## src/hw/rtl/plrc_pkg.sv

```systemverilog
`default_nettype none

package plrc_pkg;

   // Table geometry.
   localparam int MAX_POINTS = 64;
   localparam int ADDR_W     = $clog2(MAX_POINTS);
   localparam int CNT_W      = $clog2(MAX_POINTS + 1);

   // Field widths. Rates carry 24 fraction bits; the format passes through
   // the blend unchanged because the weights are integer day distances.
   localparam int DAY_W  = 20;
   localparam int RATE_W = 32;

   // Blend datapath widths.
   localparam int DEN_W  = DAY_W + 1;
   localparam int PROD_W = DAY_W + RATE_W + 1;
   localparam int ACC_W  = PROD_W + 1;
   localparam int NUM_W  = ACC_W + 1;
   localparam int STEP_W = $clog2(RATE_W);

   // Item opcodes.
   localparam logic MODE_PUSH  = 1'b0;
   localparam logic MODE_QUERY = 1'b1;

   typedef enum logic [1:0] {
      ST_OK    = 2'd0,
      ST_RANGE = 2'd1,
      ST_FULL  = 2'd2
   } status_type;

   typedef struct packed {
      logic [DAY_W-1:0]  day;
      logic [RATE_W-1:0] rate;
   } point_type;

   typedef struct packed {
      logic              start;
      logic [DAY_W-1:0]  x1;
      logic [DAY_W-1:0]  x2;
      logic [RATE_W-1:0] r1;
      logic [RATE_W-1:0] r2;
   } blend_req_type;

   typedef struct packed {
      logic              busy;
      logic              done;
      logic [RATE_W-1:0] rate;
   } blend_rsp_type;

   typedef enum logic [2:0] {
      BL_IDLE,
      BL_MUL1,
      BL_MUL2,
      BL_SUM,
      BL_MAG,
      BL_NUM,
      BL_DIV,
      BL_FIN
   } blend_state_type;

   typedef enum logic [1:0] {
      TOP_IDLE,
      TOP_SCAN,
      TOP_BLEND,
      TOP_RESP
   } ctrl_state_type;

endpackage

`default_nettype wire

```

## src/hw/rtl/plrc_blend.sv

```systemverilog
`default_nettype none

module plrc_blend (
   input  logic                    clock,
   input  logic                    reset,
   input  plrc_pkg::blend_req_type blend_req,
   output plrc_pkg::blend_rsp_type blend_rsp
);
   import plrc_pkg::*;

   blend_state_type state_ff, state_in;

   logic [DAY_W-1:0]         x1_ff;
   logic [DAY_W-1:0]         x2_ff;
   logic signed [RATE_W-1:0] r1_ff;
   logic signed [RATE_W-1:0] r2_ff;
   logic [DEN_W-1:0]         den_ff;
   logic signed [PROD_W-1:0] prod_ff;
   logic signed [ACC_W-1:0]  acc_ff;
   logic                     neg_ff;
   logic [DEN_W-1:0]         rem_ff;
   logic [RATE_W-1:0]        quo_ff;
   logic [STEP_W-1:0]        step_ff;

   logic [DAY_W-1:0]         mul_x;
   logic signed [RATE_W-1:0] mul_r;
   logic signed [PROD_W-1:0] mul_p;
   logic [NUM_W-1:0]         num;
   logic [DEN_W:0]           shifted;
   logic [DEN_W:0]           diff;
   logic                     fits;

   // One shared multiplier: x2*r1 first, then x1*r2.
   always_comb begin
      mul_x = (state_ff == BL_MUL1) ? x2_ff : x1_ff;
      mul_r = (state_ff == BL_MUL1) ? r1_ff : r2_ff;
      mul_p = $signed({1'b0, mul_x}) * mul_r;
   end

   // Rounding bias: add half the divisor to the magnitude.
   assign num = NUM_W'($unsigned(acc_ff)) + NUM_W'(den_ff >> 1);

   // One restoring division step per cycle.
   assign shifted = {rem_ff, quo_ff[RATE_W-1]};
   assign fits    = shifted >= {1'b0, den_ff};
   assign diff    = shifted - {1'b0, den_ff};

   always_ff @(posedge clock) begin
      if (reset) begin
         state_ff <= BL_IDLE;
      end else begin
         state_ff <= state_in;
      end
   end

   // Sequencer.
   always_comb begin
      state_in = state_ff;
      unique case (state_ff)
         BL_IDLE: begin
            if (blend_req.start) begin
               state_in = BL_MUL1;
            end
         end
         BL_MUL1: state_in = BL_MUL2;
         BL_MUL2: state_in = BL_SUM;
         BL_SUM:  state_in = BL_MAG;
         BL_MAG:  state_in = BL_NUM;
         BL_NUM:  state_in = BL_DIV;
         BL_DIV: begin
            if (step_ff == STEP_W'(RATE_W - 1)) begin
               state_in = BL_FIN;
            end
         end
         BL_FIN:  state_in = BL_IDLE;
      endcase
   end

   // Datapath registers.
   always_ff @(posedge clock) begin
      unique case (state_ff)
         BL_IDLE: begin
            if (blend_req.start) begin
               x1_ff  <= blend_req.x1;
               x2_ff  <= blend_req.x2;
               r1_ff  <= $signed(blend_req.r1);
               r2_ff  <= $signed(blend_req.r2);
               den_ff <= DEN_W'(blend_req.x1) + DEN_W'(blend_req.x2);
            end
         end
         BL_MUL1: begin
            prod_ff <= mul_p;
         end
         BL_MUL2: begin
            acc_ff  <= ACC_W'(prod_ff);
            prod_ff <= mul_p;
         end
         BL_SUM: begin
            acc_ff <= acc_ff + ACC_W'(prod_ff);
         end
         BL_MAG: begin
            neg_ff <= acc_ff[ACC_W-1];
            if (acc_ff[ACC_W-1]) begin
               acc_ff <= -acc_ff;
            end
         end
         BL_NUM: begin
            // The quotient fits in RATE_W bits, so the upper part is below den.
            rem_ff  <= DEN_W'(num[NUM_W-1:RATE_W]);
            quo_ff  <= num[RATE_W-1:0];
            step_ff <= '0;
         end
         BL_DIV: begin
            rem_ff  <= fits ? DEN_W'(diff) : DEN_W'(shifted);
            quo_ff  <= {quo_ff[RATE_W-2:0], fits};
            step_ff <= step_ff + STEP_W'(1);
         end
         BL_FIN: begin
         end
      endcase
   end

   assign blend_rsp.busy = state_ff != BL_IDLE;
   assign blend_rsp.done = state_ff == BL_FIN;
   assign blend_rsp.rate = neg_ff ? (RATE_W'(0) - quo_ff) : quo_ff;

   // The partial remainder stays below the divisor during the division.
   a_rem_below_den: assert property (@(posedge clock) disable iff (reset)
      (state_ff == BL_DIV) |-> (rem_ff < den_ff))
      else $error("partial remainder not below divisor");

endmodule

`default_nettype wire

```

## config.mk

```make
export PLATFORM = sky130hd
export DESIGN_NAME = plrc_blend
export DESIGN_NICKNAME = d
export VERILOG_FILES = /design/src/hw/rtl/plrc_pkg.sv /design/src/hw/rtl/plrc_blend.sv
export SDC_FILE = /design/constraint.sdc
export NUM_CORES = 2
export LEC_CHECK = 0
export BUFFER_PORTS_ARGS = -buffer_cell sky130_fd_sc_hd__buf_4
export CORE_MARGIN = 5
export CORE_UTILIZATION = 49
export CTS_BUF_LIST = sky130_fd_sc_hd__clkbuf_4 sky130_fd_sc_hd__clkbuf_8
export CTS_CLUSTER_DIAMETER = 150
export DETAILED_ROUTE_END_ITERATION = 16
export GPL_TIMING_DRIVEN = 0
export MAX_ROUTING_LAYER = met4
export PLACE_DENSITY = 0.76
export SLEW_MARGIN = 20
export SYNTH_ARGS = -nofsm -noshare
export SYNTH_HDL_FRONTEND = slang
export SYNTH_SLANG_ARGS = --single-unit
```

## constraint.sdc

```tcl
create_clock -name clock -period 12.41 [get_ports clock]
set_clock_uncertainty 0.15 [all_clocks]
set_input_delay 2.482 -clock clock [delete_from_list [all_inputs] [get_ports clock]]
set_output_delay 2.482 -clock clock [all_outputs]
set_load 0.02 [all_outputs]
```

# Yosys cells after proc, flatten, opt, wreduce, memory -nomap -nowiden
# Cells that the tools add are included.
# classes
add_sub_neg	7
mul	1
order_cmp	1
n_eq_ne	11
muxes	12
n_reduce_logical	8
# ops
op	n
$pmux 54 s3	1
$mux 32	2
$pmux 32 s2	1
$add 54x53->54	1
$mux 54	1
$neg 54->54	1
$add 53x20->53	1
$mul 21x32->53	1
$pmux 21 s2	1
$sub 1x32->32 const A	1
$pmux 3 s8	1
$ge 22x21->1	1
$add 20x20->21	1
$mux 21	1
$sub 21x21->21	1
$mux 20	1
$eq 3x3->1 const B	4
$pmux 5 s2	1
$eq 3x2->1 const B	2
$mux 3	2
$ne 2x2->1 const B	3
$reduce_and 2->1	3
$reduce_bool 3->1	2
$add 5x1->5 const B	1
5 further kinds	5
# word_totals
register_bits	294
inputBits	107
elab_cells	53

# Logic depth before layout (Yosys ltp)
# logic_depth
depth_word	3
ltp_mapped	33

# Worst setup path after synthesis
# OpenSTA, ideal clock, no wires.
# synth_timing
path_kind	register to register
start	register state_ff[0]
end	register prod_ff[52], data pin
t_arrival_ns	8.369
required_ns	11.999
slack_ns	3.630
stages_incl_launch_ff	30
period_less_slack_ns	8.780
cell_sequence	dfxtp_1 clkbuf_1 nor3b_1 clkbuf_1 buf_1 mux2i_1 clkbuf_1 nor2_1 fa_1 inv_1 fa_1 fa_1 inv_1 fa_1 fa_1 fa_1 inv_1 fa_1 inv_1 ha_1 clkbuf_1 and4_1 nand2_1 o311a_1 a31oi_1 a21oi_1 o211ai_1 nand2b_1 o21ai_0 xnor2_1
# synth_via
elab_chain_len	3
word_cells_on_any_way	4
cone_classes	mul: 1; eq/ne: 1; mux: 2
# synth_lines
element	line	text
start, declared	plrc_blend.sv:11	blend_state_type state_ff, state_in;
start signal, assigned	plrc_blend.sv:52	state_ff <= state_in;
$eq 3x1->1 *	plrc_blend.sv:35, plrc_blend.sv:36	
$mux 20 or $mux 32 (tied branches)	plrc_blend.sv:35, plrc_blend.sv:36	
$mul 21x32->53 *	plrc_blend.sv:37	mul_p = $signed({1'b0, mul_x}) * mul_r;
named net mul_p[52]	plrc_blend.sv:27	logic signed [PROD_W-1:0] mul_p;
end signal, assigned	plrc_blend.sv:92	prod_ff <= mul_p;
end signal, assigned	plrc_blend.sv:96	prod_ff <= mul_p;
end, declared	plrc_blend.sv:18	logic signed [PROD_W-1:0] prod_ff;
# The timed path passes the listed nets; every way through them passes the cells marked *.
# A chain may end at the register's enable or synchronous reset.

# Worst setup path in the final report
# Ends and elaborated chain as after synthesis.

==> results.cfg <==
[synth]
synth_cells = 4298
synthArstFlopShare_pct = 0
ys_ff_latch = 294
syn_area_per_cell_sq_um = 9.537
synth_area_leaders = fa_1 (31%), edfxtp_1 (21%), ha_1 (7.7%)
synth_top_cell_area_share_pct = 31.21
seq_area_frac_synth_pct = 21.47
syn_area_sq_um = 40990
synthFlopType = edfxtp_1
synth_edf_count = 291
synth.most_common_cell = inv_1
syn_nets = 5297
ys_top_cells_by_count = inv_1 (701), fa_1 (639), nor2_1 (593)
synth.distinct_cells = 76
synth_largest_area_cell = fa_1
yosysWarnings = 0

[floorplan]
die_h_um = 299.2
io_pins = 141
core-area_sq_um = 83290
rows = 106
die_w_um = 299.2
die_area_sq_um = 89540
initial_utilization_pct = 49.21

[finish]
regArea_sq_um = 8798
nFillCells = 7465
final_layout_size_suffix_gt1_share_pct = 7.380
multi_input_area_sq_um = 29000
final_nets = 5502
syn2layout_area_growth_pct = 9.200

[setup_path]
crit_required_ns = 12.68
rr_worst_depth = 30
endpoint_kind = flop
crit_end = prod_ff[52]
start_kind = flop
crit_top_cell = fa_1
worst_path_largest_cell_delay_ns = 0.95
path_max_fanout = 10
r2r-end = prod_ff[52]
r2r_slack_ns = 0.39
startpoint = state_ff[0]
r2r_start = state_ff[0]
crit_type = reg -> reg
cp.arrival_ns = 12.28
slowest_stage = mux2i_1

[route]
vias = 32140
drt_pass1_iterations = 6
viasPerCell = 5.718
drc = 0
drt_iter0_markers = 2821
drt-wirelength-per-cell_um = 21.95
drt_wl_total_mm = 123.4
antenna_left = 0

[clock_tree]
clock_path_buffers = 3
postCtsHoldBufs = 0
clk_latency_ns = 0.71
clock-sinks = 294
cts_buffers = 53
cts-root-buf = clkbuf_8
htree_levels = 2
cts.clk_slew.worst_paths_ns = 0.07
post_cts_buffers = 0
cts_tree = built
cts_resized = 0

[placed_design]
io_buffers = 140
gp_congestion = 1.039
dp_hpwl_mm = 103.1

[timing]
fin_tns_setup_ns = 0
rsz0062_at_grt = false
layout_min_cycle_time_ns = 12.02
hold_viol = 0
worst_pin_slew_ns = 1.250
slew_viol_final = 0
clock.fmax_ghz = 0.08322
final-setup-viol-count = 0
relSlewSlack_pct = 14.27
layout_worst_path_cycle_share_pct = 96.83

[grt]
grtUsageMet3_pct = 5.635
grtUsageMet2_pct = 43.28
antenna_found_initial = 1
track_usage_pct = 28.29
grt_overflow = 0
met1_usage_pct = 36.61
grt_pass1_vias = 32570
grt_max_degree = 47
grt-busiest-layer = met2
grt_pass1_wl_mm = 190.0

[outcome]
outcome = complete, no violations

[run]
cap_violations = 0

[min_path]
hp-class = reg -> reg
## sequential cells by signal (all words and copies together) (netlist names)
name and flops:
acc_ff 54, den_ff 21, neg_ff 1, prod_ff 53
quo_ff 32, r1_ff 32, r2_ff 32, rem_ff 21
state_ff 3, step_ff 5, x1_ff 20, x2_ff 20
## cells in the final DEF (no fill, tap or decap), types with 11 or more instances in the layout
| cell | count |
|---|---|
| clkbuf_8 | 53 |
| o21bai_1 | 19 |
| nand2_1 | 324 |
| fa_1 | 639 |
| buf_4 | 141 |
| nand4_1 | 21 |
| o211ai_1 | 21 |
| nor2_1 | 591 |
| o31ai_1 | 19 |
| a211oi_1 | 22 |
| nor2b_1 | 37 |
| mux2_2 | 47 |
| ha_1 | 253 |
| or2_2 | 20 |
| a21o_1 | 75 |
| clkbuf_1 | 156 |
| inv_1 | 701 |
| nor4_1 | 12 |
| nand3_1 | 46 |
| nand2b_1 | 25 |
| and2_1 | 12 |
| mux2i_2 | 11 |
| a21oi_1 | 158 |
| a22oi_1 | 36 |
| and3_1 | 26 |
| nor3_1 | 52 |
| xor2_1 | 94 |
| o21ai_0 | 158 |
| o21a_1 | 20 |
| clkbuf_4 | 15 |
| xnor2_1 | 163 |
| edfxtp_1 | 291 |
| mux2i_1 | 55 |
| or3_1 | 20 |
| or4_1 | 12 |
| a31oi_1 | 18 |
## critical path, delay by kind of cell (launching register included)
kind                     cells  cell delay (ns)
XOR/XNOR                     1             0.12
buffers and inverters        9             3.11
adder cells (fa/ha/maj)      8             3.82
flip-flops                   1             0.31
multiplexers                 1             0.95
AO/OA/AOI/OAI                5             1.68
AND/OR/NAND/NOR              6             1.63
## kinds of logic after synthesis
group / count (synthesis) / share of synthesized area (%)
DFF: 294 / 21.47
and+or+nand+nor: 1237 / 13.21
xor gates and xnor gates: 257 / 5.491
adders and majority gates: 892 / 38.93
AOI/OAI and AO/OA: 636 / 10.03
buffers and inverters: 869 / 7.970
muxes: 113 / 2.903
## metal layers
| layer | part of all wire (%) | up-vias |
|---|---|---|
| met5 | 0 | - |
| met4 | 5.9 | 0 |
| met3 | 9.9 | 307 |
| met2 | 44 | 1631 |
| met1 | 40 | 15770 |
| li1 | - | 14430 |
## worst min-delay path by stage
| stage | start | endpoint | slack, ns | cells past startpoint |
|---|---|---|---|---|
| final | prod_ff[0] | acc_ff[0] | 0.44 | 2 |
| after global placement | prod_ff[0] | acc_ff[0] | 0.43 | 2 |
| after floorplan | acc_ff[53] | neg_ff | 0.38 | 0 |
| after CTS | prod_ff[0] | acc_ff[0] | 0.44 | 2 |
| after detailed placement | prod_ff[0] | acc_ff[0] | 0.44 | 2 |
| after global routing | prod_ff[29] | acc_ff[29] | 0.46 | 2 |
## cell type report
cell class	count	area share (%)
tap	1080	3.019
sequential	294	19.66
clock buffer	68	1.881
timing repair buffer	150	2.846
clock inverter	23	0.4976
inverter	701	5.879
multi-input combinational	3135	64.78
buffer	168	1.431
antenna	2	0.01118
## metrics by stage
stage | util (%) | area [sq um] | cells | hold WS (ns) | setup slack [ns]
3_3_place_gp | 52.10 | 43390 | 5518 | 0.4281 | 0.1023
6_report | 53.74 | 44760 | 5621 | 0.4418 | 0.3930
4_1_cts | 53.72 | 44740 | 5619 | 0.4382 | 0.5506
5_1_grt | 53.74 | 44760 | 5620 | 0.4641 | 0.03346
3_5_place_dp | 52.44 | 43680 | 5528 | 0.4392 | 0.5723
2_1_floorplan | - | 40990 | 4298 | 0.3791 | 3.630
Power is not shown: default switching activity piles up to over one toggle a cycle in this logic, so the estimate is an artifact.
